$ cat src/sv/nrps_pkg.sv
// Shared types, codes and constants of the reader poll sequencer.
`default_nettype none
package nrps_pkg;

  typedef enum logic [2:0] {
    PH_INITIAL   = 3'd0,
    PH_STARTUP   = 3'd1,
    PH_CONFIG_ACK = 3'd2,
    PH_IDLE      = 3'd3,
    PH_RF_ACK    = 3'd4,
    PH_CARDS_ACK = 3'd5,
    PH_CARDS     = 3'd6
  } phase_t;

  typedef enum logic [2:0] {
    CMD_NONE    = 3'd0,
    CMD_ACK     = 3'd1,
    CMD_SAM_CFG = 3'd2,
    CMD_RF_ON   = 3'd3,
    CMD_AUTOPOLL = 3'd4
  } cmd_t;

  typedef enum logic [1:0] {
    REP_NONE    = 2'd0,
    REP_UID     = 2'd1,
    REP_NO_CARD = 2'd2,
    REP_UNKNOWN = 2'd3
  } rep_t;

  typedef enum logic [2:0] {
    REG_STARTUP_DELAY   = 3'd0,
    REG_READY_DELAY     = 3'd1,
    REG_ACK_POLL_DELAY  = 3'd2,
    REG_PROBE_INTERVAL  = 3'd3,
    REG_WAIT_LIMIT      = 3'd4,
    REG_CARDS_ACK_LIMIT = 3'd5
  } reg_index_t;

  localparam logic [15:0] STARTUP_DELAY_RST   = 16'd500;
  localparam logic [15:0] READY_DELAY_RST     = 16'd100;
  localparam logic [15:0] ACK_POLL_DELAY_RST  = 16'd10;
  localparam logic [15:0] PROBE_INTERVAL_RST  = 16'd100;
  localparam logic [31:0] WAIT_LIMIT_RST      = 32'd5000;
  localparam logic [31:0] CARDS_ACK_LIMIT_RST = 32'd10000;

  localparam logic [7:0] KIND_A      = 8'h10;
  localparam logic [7:0] KIND_B      = 8'h20;
  localparam logic [7:0] KIND_LONG   = 8'h11;
  localparam logic [7:0] LONG_UID_LEN = 8'd8;
  localparam logic [3:0] UID_OFF_STD  = 4'd14;
  localparam logic [3:0] UID_OFF_LONG = 4'd12;

  typedef struct packed {
    logic [31:0] now_ms;
    logic        device_present;
    logic        write_ok;
    logic        ack_valid;
    logic        response_ready;
    logic [7:0]  card_count;
    logic [7:0]  card_kind;
    logic [7:0]  uid_len_byte;
  } in_word_t;

  typedef struct packed {
    logic [2:0] command;
    logic [1:0] report;
    logic [7:0] uid_length;
    logic [3:0] uid_offset;
    logic       timed_out;
    logic [2:0] phase;
  } out_word_t;

endpackage
`default_nettype wire

$ cat src/sv/nrps_if.sv
// Valid/ready channel interfaces for poll words and result words.
`default_nettype none
interface nrps_in_if;
  logic               valid;
  logic               ready;
  nrps_pkg::in_word_t data;
  modport source (output valid, output data, input ready);
  modport sink (input valid, input data, output ready);
endinterface

interface nrps_out_if;
  logic                valid;
  logic                ready;
  nrps_pkg::out_word_t data;
  modport source (output valid, output data, input ready);
  modport sink (input valid, input data, output ready);
endinterface
`default_nettype wire

$ cat src/sv/nfc_reader_poll_sequencer_unit.sv
// Reader bring-up and polling sequencer: input register, step logic, result register.
// The input register holds an accepted poll word and the result register its result word.
// Throughput: one word per cycle unless out_ch stalls; the step logic is one phase decode
// with two 32-bit subtract-and-compare paths between the input and result registers.
// Reset (rst, synchronous): phase initial, both time stamps zero, registers to defaults,
// both stages empty.
`default_nettype none
module nfc_reader_poll_sequencer_unit (
  input  wire logic        clk,
  input  wire logic        rst,
  input  wire logic        wr_en,
  input  wire logic [2:0]  wr_index,
  input  wire logic [31:0] wr_data,
  nrps_in_if.sink          in_ch,
  nrps_out_if.source       out_ch
);

  logic [15:0] startup_delay, ready_delay, ack_poll_delay, probe_interval;
  logic [31:0] wait_limit, cards_ack_limit;

  nrps_pkg::phase_t phase_reg;
  nrps_pkg::phase_t phase_next;
  logic [31:0] last_step_time, phase_change_time;

  logic                in_full;
  nrps_pkg::in_word_t  in_word;
  logic                res_full;
  nrps_pkg::out_word_t res_word;

  logic        advance;
  logic [31:0] elapsed, since_change, delay, limit;
  logic        act, expired;
  nrps_pkg::cmd_t cmd;
  nrps_pkg::rep_t rep;
  logic [7:0]  len;
  logic [3:0]  off;
  logic        tmo;

  assign advance      = in_full && (!res_full || out_ch.ready);
  assign in_ch.ready  = !in_full || advance;
  assign out_ch.valid = res_full;
  assign out_ch.data  = res_word;

  // configuration registers
  always_ff @(posedge clk) begin
    if (rst) begin
      startup_delay   <= nrps_pkg::STARTUP_DELAY_RST;
      ready_delay     <= nrps_pkg::READY_DELAY_RST;
      ack_poll_delay  <= nrps_pkg::ACK_POLL_DELAY_RST;
      probe_interval  <= nrps_pkg::PROBE_INTERVAL_RST;
      wait_limit      <= nrps_pkg::WAIT_LIMIT_RST;
      cards_ack_limit <= nrps_pkg::CARDS_ACK_LIMIT_RST;
    end else if (wr_en) begin
      unique case (nrps_pkg::reg_index_t'(wr_index))
        nrps_pkg::REG_STARTUP_DELAY:   startup_delay   <= wr_data[15:0];
        nrps_pkg::REG_READY_DELAY:     ready_delay     <= wr_data[15:0];
        nrps_pkg::REG_ACK_POLL_DELAY:  ack_poll_delay  <= wr_data[15:0];
        nrps_pkg::REG_PROBE_INTERVAL:  probe_interval  <= wr_data[15:0];
        nrps_pkg::REG_WAIT_LIMIT:      wait_limit      <= wr_data;
        nrps_pkg::REG_CARDS_ACK_LIMIT: cards_ack_limit <= wr_data;
        default: ;
      endcase
    end
  end

  // timing checks
  assign elapsed      = in_word.now_ms - last_step_time;
  assign since_change = in_word.now_ms - phase_change_time;

  always_comb begin
    delay = {16'd0, ack_poll_delay};
    limit = wait_limit;
    case (phase_reg)
      nrps_pkg::PH_INITIAL:   delay = {16'd0, startup_delay};
      nrps_pkg::PH_STARTUP:   delay = {16'd0, ready_delay};
      nrps_pkg::PH_IDLE:      delay = {16'd0, probe_interval};
      nrps_pkg::PH_CARDS_ACK: limit = cards_ack_limit;
      default: ;
    endcase
  end

  assign act = (elapsed >= delay) ||
               !(phase_reg == nrps_pkg::PH_INITIAL || phase_reg == nrps_pkg::PH_STARTUP ||
                 phase_reg == nrps_pkg::PH_CONFIG_ACK || phase_reg == nrps_pkg::PH_IDLE ||
                 phase_reg == nrps_pkg::PH_RF_ACK || phase_reg == nrps_pkg::PH_CARDS_ACK ||
                 phase_reg == nrps_pkg::PH_CARDS);
  assign expired = since_change > limit;

  // next phase
  always_comb begin
    phase_next = phase_reg;
    if (act) begin
      unique case (phase_reg)
        nrps_pkg::PH_INITIAL:
          if (in_word.device_present) phase_next = nrps_pkg::PH_STARTUP;
        nrps_pkg::PH_STARTUP:
          phase_next = in_word.write_ok ? nrps_pkg::PH_CONFIG_ACK : nrps_pkg::PH_INITIAL;
        nrps_pkg::PH_CONFIG_ACK:
          if (in_word.ack_valid) phase_next = nrps_pkg::PH_IDLE;
          else if (expired) phase_next = nrps_pkg::PH_INITIAL;
        nrps_pkg::PH_IDLE:
          phase_next = in_word.write_ok ? nrps_pkg::PH_RF_ACK : nrps_pkg::PH_INITIAL;
        nrps_pkg::PH_RF_ACK:
          if (in_word.ack_valid) begin
            phase_next = in_word.write_ok ? nrps_pkg::PH_CARDS_ACK : nrps_pkg::PH_INITIAL;
          end else if (expired) begin
            phase_next = nrps_pkg::PH_INITIAL;
          end
        nrps_pkg::PH_CARDS_ACK:
          if (in_word.ack_valid) phase_next = nrps_pkg::PH_CARDS;
          else if (expired) phase_next = nrps_pkg::PH_INITIAL;
        nrps_pkg::PH_CARDS:
          if (in_word.response_ready) phase_next = nrps_pkg::PH_IDLE;
          else if (expired) phase_next = nrps_pkg::PH_INITIAL;
        default: phase_next = nrps_pkg::PH_INITIAL;
      endcase
    end
  end

  // step outputs
  always_comb begin
    cmd = nrps_pkg::CMD_NONE;
    rep = nrps_pkg::REP_NONE;
    len = 8'd0;
    off = 4'd0;
    tmo = 1'b0;
    if (act) begin
      unique case (phase_reg) inside
        nrps_pkg::PH_INITIAL:
          if (in_word.device_present) cmd = nrps_pkg::CMD_ACK;
        nrps_pkg::PH_STARTUP: cmd = nrps_pkg::CMD_SAM_CFG;
        nrps_pkg::PH_CONFIG_ACK, nrps_pkg::PH_CARDS_ACK:
          tmo = !in_word.ack_valid && expired;
        nrps_pkg::PH_IDLE: cmd = nrps_pkg::CMD_RF_ON;
        nrps_pkg::PH_RF_ACK:
          if (in_word.ack_valid) cmd = nrps_pkg::CMD_AUTOPOLL;
          else tmo = expired;
        nrps_pkg::PH_CARDS:
          if (in_word.response_ready) begin
            cmd = nrps_pkg::CMD_ACK;
            if (in_word.card_count == 8'd0) begin
              rep = nrps_pkg::REP_NO_CARD;
            end else begin
              case (in_word.card_kind) inside
                nrps_pkg::KIND_A, nrps_pkg::KIND_B: begin
                  rep = nrps_pkg::REP_UID;
                  len = in_word.uid_len_byte;
                  off = nrps_pkg::UID_OFF_STD;
                end
                nrps_pkg::KIND_LONG: begin
                  rep = nrps_pkg::REP_UID;
                  len = nrps_pkg::LONG_UID_LEN;
                  off = nrps_pkg::UID_OFF_LONG;
                end
                default: rep = nrps_pkg::REP_UNKNOWN;
              endcase
            end
          end else begin
            tmo = expired;
          end
        default: ;
      endcase
    end
  end

  // input stage
  always_ff @(posedge clk) begin
    if (rst) begin
      in_full <= 1'b0;
    end else if (in_ch.ready) begin
      in_full <= in_ch.valid;
    end
  end

  always_ff @(posedge clk) begin
    if (in_ch.valid && in_ch.ready) begin
      in_word <= in_ch.data;
    end
  end

  // sequencer state
  always_ff @(posedge clk) begin
    if (rst) begin
      phase_reg         <= nrps_pkg::PH_INITIAL;
      last_step_time    <= 32'd0;
      phase_change_time <= 32'd0;
    end else if (advance) begin
      phase_reg <= phase_next;
      if (act) begin
        last_step_time <= in_word.now_ms;
        if (phase_next != phase_reg) phase_change_time <= in_word.now_ms;
      end
    end
  end

  // result stage
  always_ff @(posedge clk) begin
    if (rst) begin
      res_full <= 1'b0;
    end else if (advance) begin
      res_full <= 1'b1;
    end else if (out_ch.ready) begin
      res_full <= 1'b0;
    end
  end

  always_ff @(posedge clk) begin
    if (advance) begin
      res_word.command    <= cmd;
      res_word.report     <= rep;
      res_word.uid_length <= len;
      res_word.uid_offset <= off;
      res_word.timed_out  <= tmo;
      res_word.phase      <= phase_next;
    end
  end

endmodule
`default_nettype wire
$ cat src/flat_wrapper.sv
// flat-port wrapper written by rule: the top's interface ports become plain ports
module nfc_reader_poll_sequencer_unit_flat 
  (clk, rst, wr_en, wr_index, wr_data, in_ch_valid, in_ch_data, in_ch_ready, out_ch_valid, out_ch_data, out_ch_ready);
  nrps_in_if in_ch_i ();
  nrps_out_if out_ch_i ();
  input  wire logic clk;
  input  wire logic rst;
  input  wire logic wr_en;
  input  wire logic [2:0] wr_index;
  input  wire logic [31:0] wr_data;
  input wire logic [$bits(in_ch_i.valid)-1:0] in_ch_valid;
  input wire logic [$bits(in_ch_i.data)-1:0] in_ch_data;
  output wire logic [$bits(in_ch_i.ready)-1:0] in_ch_ready;
  output wire logic [$bits(out_ch_i.valid)-1:0] out_ch_valid;
  output wire logic [$bits(out_ch_i.data)-1:0] out_ch_data;
  input wire logic [$bits(out_ch_i.ready)-1:0] out_ch_ready;
  assign in_ch_i.valid = in_ch_valid;
  assign in_ch_i.data = in_ch_data;
  assign in_ch_ready = in_ch_i.ready;
  assign out_ch_valid = out_ch_i.valid;
  assign out_ch_data = out_ch_i.data;
  assign out_ch_i.ready = out_ch_ready;
  nfc_reader_poll_sequencer_unit u_core (.clk(clk), .rst(rst), .wr_en(wr_en), .wr_index(wr_index), .wr_data(wr_data), .in_ch(in_ch_i), .out_ch(out_ch_i));
endmodule
$ cat config.mk
export PLATFORM = sky130hd
export DESIGN_NAME = nfc_reader_poll_sequencer_unit_flat
export DESIGN_NICKNAME = d
export VERILOG_FILES = /design/src/sv/nrps_pkg.sv /design/src/sv/nrps_if.sv /design/src/sv/nfc_reader_poll_sequencer_unit.sv /design/src/flat_wrapper.sv
export SDC_FILE = /design/constraint.sdc
export NUM_CORES = 1
export LEC_CHECK = 0
export BUFFER_PORTS_ARGS = -buffer_cell sky130_fd_sc_hd__buf_2
export CAP_MARGIN = 20
export CORE_AREA = 2 2 172 174
export DETAILED_ROUTE_END_ITERATION = 16
export DIE_AREA = 0 0 174 176
export MAX_ROUTING_LAYER = met4
export PLACE_DENSITY = 0.73
export SETUP_SLACK_MARGIN = 0.4
export SYNTH_ARGS = -nofsm -noshare
export SYNTH_HDL_FRONTEND = slang
export SYNTH_SLANG_ARGS = --single-unit
export TNS_END_PERCENT = 30
$ cat constraint.sdc
create_clock -name clk -period 11 [get_ports clk]
set_clock_uncertainty 0.05 [all_clocks]
set_input_delay 1.65 -clock clk [delete_from_list [all_inputs] [get_ports clk]]
set_output_delay 1.65 -clock clk [all_outputs]
set_load 0.02 [all_outputs]
==> flow_metrics.tcl, run 1 <==
set metrics [dict create \
    nets 2089 \
    numPlacedInstances 2225 \
    crit_path_cell_trace "inv_1 -> ha_1 -> inv_1 -> fa_1 -> a211o_1 -> a21oi_1 -> nand2_1 -> a31o_2 -> a21oi_1 -> o21bai_1 -> a21oi_1 -> xnor2_1 -> ha_1 -> nand4_1 -> or2_2 -> nand2b_1 -> o2111ai_1 -> nor4b_1 -> and4b_1 -> a31o_2 -> buf_4 -> a21oi_4 -> buf_4 -> mux2i_1" \
    hold_path.class "flip-flop to flip-flop" \
    grt_antenna_before_repair 0 \
    h-tree-depth 1 \
    ff_latch_area_sq_um 6320 \
    fmax_mhz 160 \
    drv_cap 0 \
    worst_pin_slew_ns 1.16 \
    wl_met3_um 2570 \
    power.density_nw_per_um2 157 \
    rr_endpoint "u_core.phase_change_time[26]$_SDFFE_PP0P_" \
    io_pins 123 \
    cp_top_family "compound AO/OA/AOI/OAI gates" \
    ctsResizeCount 0 \
    hold_start "u_core.wait_limit[29]$_SDFFE_PP0P_" \
    rows 62 \
    drt_iter0_drc 874 \
    finalNonFillerCells 2282 \
    cp_common_cell "a21oi_1" \
    grt_remaining_overflow 0 \
    period_needed_ns 6.25 \
    largest_register "u_core.in_word" \
    fill_cells 2582 \
    min_delay_path_depth 2 \
    end_kind "flip-flop" \
    setup_viol 0 \
    final-hold-violation-count 0 \
    post-route-util 0.610 \
    netlist.top_cell.by_area "dfxtp_1" \
    hold_ws_ns 0.400 \
    cp_num_buf_inv 4 \
    start_util 0.544 \
    crit_arrival_ns 6.69 \
    fin_crit_sh 0.568 \
    synthesis.nets 2015 \
    routed-wl-met2_um 18000 \
    gp_congestion 0.969 \
    clockBufferDepth 3 \
    die_x_um 174 \
    vias 12970 \
    synth_seq_cells 276 \
    synth_common_cells "nand2_1, dfxtp_1, a21oi_1" \
    antenna_cells 0 \
    syn_area_per_cell_sq_um 8.63 \
    worstSkewPairLatency_ns 0.58 \
    track_usage 0.262 \
    cp-start-kind "flip-flop" \
    clkSlewWorstSetupHoldPaths_ns 0.07 \
    synthFlopType "dfxtp_1" \
    synth_edf_count 79 \
    grt_pass1_vias 12138 \
    critPathRequiredTime_ns 11.44 \
    grt_max_degree 128 \
    routedWlPerCell_um 17.5 \
    synth_area_sq_um 15500 \
    rsz0062_at_grt "false" \
    dr.pass1.iters 5 \
    crit_slowest_cell "a21oi_4" \
    synth.most_common_cell "nand2_1" \
    grt_pass1_wl_um 63000 \
    core_sq_um 28500 \
    yosysWarnings 0 \
    synth_cell_types 73 \
    ys_seq_area_frac 0.406 \
    syn2layout_area_growth_pct 12.0 \
    die_area_sq_um 30600 \
    max_stage_delay_ns 0.66 \
    cts_sinks 276 \
    r2r_start "u_core.in_word[28]$_DFFE_PP_" \
    cts_buffers 30 \
    die-height_um 176 \
    peakVddDrop_mv 0.114 \
    worstRegToRegCells 24 \
    cts_setup_buffers 0 \
    cts_tree "built" \
    synth_cells 1801 \
    slew_viol_final 0 \
    hold_buffers 0 \
    async_flop_share 0 \
    multi_input_area_sq_um 8500 \
    hpwl_um 28700 \
    wirelength_um 40000 \
    slew_headroom 0.227 \
    drc 0 \
    total_power_uw 2730 \
    viasPerCell 5.68 \
    synth_area_leaders "dfxtp_1, edfxtp_1, ha_1" \
    status "complete, no violations" \
    tns_ns 0 \
    crit_type "flip-flop to flip-flop" \
    portBuffers 121 \
    route.top_layer_used "met4" \
    drtAntennaViolNets 0 \
    leakagePower_uw 0.00683 \
    rrSetupSlack_ns 4.75 \
    wl_met1_um 18500 \
    clockRootBuffer "clkbuf_16" \
    drive_gt1_frac 0.107 \
    largest_reg_flops 60 \
    synth.top_cell.area_share 0.254 \
    holdPathEnd "u_core.wait_limit[29]$_SDFFE_PP0P_" \
    worstPathMaxFanout 71 \
]
[layer usage]
layer	global-route usage	up-vias
met3	0.0413	75
li1	-	6446
met2	0.409	412
met4	0.0704	0
met1	0.356	6037
met5	-	-
[how the worst max path moves through the flow]
stage,start,to,slack [ns],cells after the start
after floorplan,u_core.in_word[29]$_DFFE_PP_,u_core.phase_change_time[10]$_SDFFE_PP0P_,6.27,24
after global placement,u_core.phase_reg[1]$_SDFFE_PP0P_,u_core.phase_change_time[20]$_SDFFE_PP0P_,4.41,17
after detailed placement,u_core.phase_reg[2]$_SDFFE_PP0P_,u_core.phase_change_time[17]$_SDFFE_PP0P_,4.58,19
after CTS,u_core.phase_reg[2]$_SDFFE_PP0P_,u_core.phase_change_time[23]$_SDFFE_PP0P_,4.54,17
after global routing,u_core.in_word[29]$_DFFE_PP_,u_core.phase_change_time[26]$_SDFFE_PP0P_,4.23,24
final,u_core.in_word[28]$_DFFE_PP_,u_core.phase_change_time[26]$_SDFFE_PP0P_,4.75,24
[area by class of cell]
cell class,count,share of cell area
Tap cell,384,0.0276
Sequential cell,276,0.363
Clock inverter,17,0.0101
Clock buffer,38,0.0508
Timing Repair Buffer,134,0.0405
Multi-Input combinational cell,1342,0.488
Inverter,91,0.0196
[placed cells by master, fill, tap and decap left out, types with 4 or more instances in the layout]
cell	netlist	final
o21bai_1	5	5
nor3_1	21	20
a211o_1	5	5
dfxtp_1	197	197
clkbuf_16	0	33
or3_1	6	6
and2_1	10	9
nand3b_1	56	56
clkinv_2	0	6
nand2_1	336	336
o2111ai_1	4	4
and3_1	6	6
nor2b_1	19	18
a21o_1	27	27
xnor2_1	32	32
nand2b_1	77	77
nand3_1	24	23
a211oi_1	15	15
nor2_1	79	79
o211ai_1	8	8
a311oi_1	4	4
a21boi_0	5	5
clkinv_1	1	5
or4_1	6	6
a22oi_1	15	15
edfxtp_1	79	79
inv_1	90	90
mux2i_1	83	83
clkbuf_8	0	4
o21ai_0	88	88
nand4_1	16	16
o31ai_1	4	4
buf_4	5	14
a31oi_1	11	11
a21oi_1	190	190
xor2_1	17	17
buf_2	3	120
o21a_1	9	9
ha_1	112	112
[where the power goes]
part           total (uW)  switching (uW)  internal [uW]  leakage [uW]
sequential           1120            26.2           1090       0.00236
clock                1070             431            638      0.000524
combinational         544             334            210       0.00394
[worst min-delay path: cells and delay by family, from the launching register on]
family             cells  cell delay (ns)
AOI/OAI and AO/OA      1             0.05
DFF                    1             0.30
and+or+nand+nor        1             0.05
[logic make-up after synthesis]
group                    synth area share
buffers and inverters              0.0476
flip-flops                          0.406
AND/OR/NAND/NOR                     0.207
XOR/XNOR                           0.0276
multiplexers                       0.0556
AO/OA/AOI/OAI                       0.162
other                            0.000241
adder cells (fa/ha/maj)            0.0927
[stage by stage]
step	worst slack [ns]	instance area (sq um)
after floorplan	6.27	15500
after global placement	4.41	16300
after detailed placement	4.58	16300
after CTS	4.54	17400
after global routing	4.23	17400
final	4.75	17400
(Power assumes the default switching activity.)
==> inputs of run 2 (changes only) <==
PLACE_DENSITY = 0.76   (was 0.73)
clock period = 5.2 ns   (was 11 ns; I/O delays follow)
==> flow_metrics.tcl, run 2 (synthesis results as in run 1) <==
set metrics [dict create \
    status "complete, no violations" \
    fmax_mhz 199 \
    max_stage_delay_ns 0.42 \
    setup_viol 0 \
    clockBufferDepth 3 \
    cts_tree "built" \
    routedWlPerCell_um 18.6 \
    start_util 0.544 \
    total_power_uw 6000 \
    syn2layout_area_growth_pct 18.7 \
    grt_pass1_vias 12907 \
    drv_cap 0 \
    grt_pass1_wl_um 67600 \
    period_needed_ns 5.02 \
    rows 62 \
    portBuffers 121 \
    die_area_sq_um 30600 \
    fin_crit_sh 0.965 \
    leakagePower_uw 0.00727 \
    end_kind "flip-flop" \
    cp_top_family "compound AO/OA/AOI/OAI gates" \
    cp-start-kind "flip-flop" \
    dr.pass1.iters 6 \
    gr-usage-met1 0.374 \
    slew_viol_final 0 \
    worstSkewPairLatency_ns 0.58 \
    crit_slowest_cell "edfxtp_1" \
    drt_iter0_drc 1284 \
    wirelength_um 43600 \
    cp_common_cell "a21oi_2" \
    met2_usage 0.440 \
    critPathRequiredTime_ns 5.65 \
    setup_slack_ns 0.181 \
    post-route-util 0.646 \
    worst_pin_slew_ns 1.11 \
    grt_max_degree 107 \
    h-tree-depth 1 \
    worstPathMaxFanout 5 \
    hold_ws_ns 0.324 \
    peakVddDrop_mv 0.240 \
    cp_num_buf_inv 6 \
    drive_gt1_frac 0.164 \
    antenna_cells 0 \
    vias 13627 \
    final_common_cell "nand2_1" \
    crit_type "flip-flop to flip-flop" \
    nets 2148 \
    dp_slack_ns -0.0262 \
    cts_sinks 276 \
    rsz0062_at_grt "true" \
    hpwl_um 29100 \
    hold_path.class "primary input to flip-flop" \
    die_x_um 174 \
    power.density_nw_per_um2 325 \
    io_pins 123 \
    largest_reg_flops 60 \
    fill_cells 2384 \
    cts_buffers 29 \
    layout_common_cells "nand2_1, dfxtp_1, a21oi_1, buf_2, ha_1" \
    die-height_um 176 \
    met3_usage 0.0385 \
    top_usage_layer "met2" \
    track_usage 0.281 \
    crit_arrival_ns 5.47 \
    largest_register "u_core.in_word" \
    final-hold-violation-count 0 \
    gp_congestion 0.958 \
    slew_headroom 0.260 \
    grt_remaining_overflow 0 \
    drc 0 \
    grt_antenna_before_repair 0 \
    clkSlewWorstSetupHoldPaths_ns 0.06 \
    hold_buffers 0 \
    viasPerCell 5.82 \
    clockRootBuffer "clkbuf_16" \
    drtAntennaViolNets 0 \
    core_sq_um 28500 \
]
[run 2: cell count changes in the layout (fill, tap and decap cells not counted), sizes merged]
cell,delta
inv,+2
bufinv,+3
clkbuf,+3
clkinv,-5
buf,+56
[run 2: worst reg2reg max path: cells and delay by family, from the launching register on]
family                     cells  cell delay, ns
muxes                          1            0.18
buffers and inverters          6            0.66
and+or+nand+nor                4            0.65
AOI/OAI and AO/OA             12            2.04
adders and majority gates      3            0.82
xor gates and xnor gates       1            0.14
DFF                            1            0.42
[run 2: final timing paths]
kind,startpoint,endpoint,slack (ns),cells past startpoint
hold reg to reg,u_core.cards_ack_limit[30]$_SDFFE_PP0P_,u_core.cards_ack_limit[30]$_SDFFE_PP0P_,0.40,2
hold / removal,in_ch_data[21],u_core.in_word[21]$_DFFE_PP_,0.32,1
setup reg to reg,u_core.in_word[28]$_DFFE_PP_,u_core.phase_change_time[0]$_SDFFE_PP0P_,0.18,27
setup / recovery,u_core.in_word[28]$_DFFE_PP_,u_core.phase_change_time[0]$_SDFFE_PP0P_,0.18,27
[run 2: repair_timing]
action	CTS	global route
pin swaps	51	19
gates resized for setup	80	24
hold endpoints to repair	0	0
buffers inserted	30	8
endpoints found under the setup margin	86	86
gates cloned	5	4
[run 2: through the flow]
stage | cell area (sq um) | cells | setup TNS [ns]
after global placement | 16500 | 2238 | 0
after detailed placement | 16500 | 2238 | -0.224
after floorplan | 15500 | 1801 | 0
after global routing | 18400 | 2341 | -1.77
after CTS | 18200 | 2327 | 0
final | 18400 | 2341 | 0
[run 2: layout make-up]
type / instances / area (sq um) / area share
Multi-Input combinational cell: 1342 / 8800 / 0.477
Tap cell: 384 / 480 / 0.0260
Clock buffer: 37 / 816 / 0.0442
Timing Repair Buffer: 194 / 1440 / 0.0779
Clock inverter: 17 / 259 / 0.0140
Inverter: 91 / 342 / 0.0185
Sequential cell: 276 / 6320 / 0.342
[run 2: report_power, final]
group          internal, uW  total (uW)  switching, uW
Combinational           553        1320            768
Sequential             2310        2360           56.1
Clock                  1410        2320            911
[run 2: metal layers]
layer  routed length, um  vias up
li1                    -     6552
met1               18900     6441
met2               19900      525
met3                2970      109
met4                1790        0
met5                   0        -
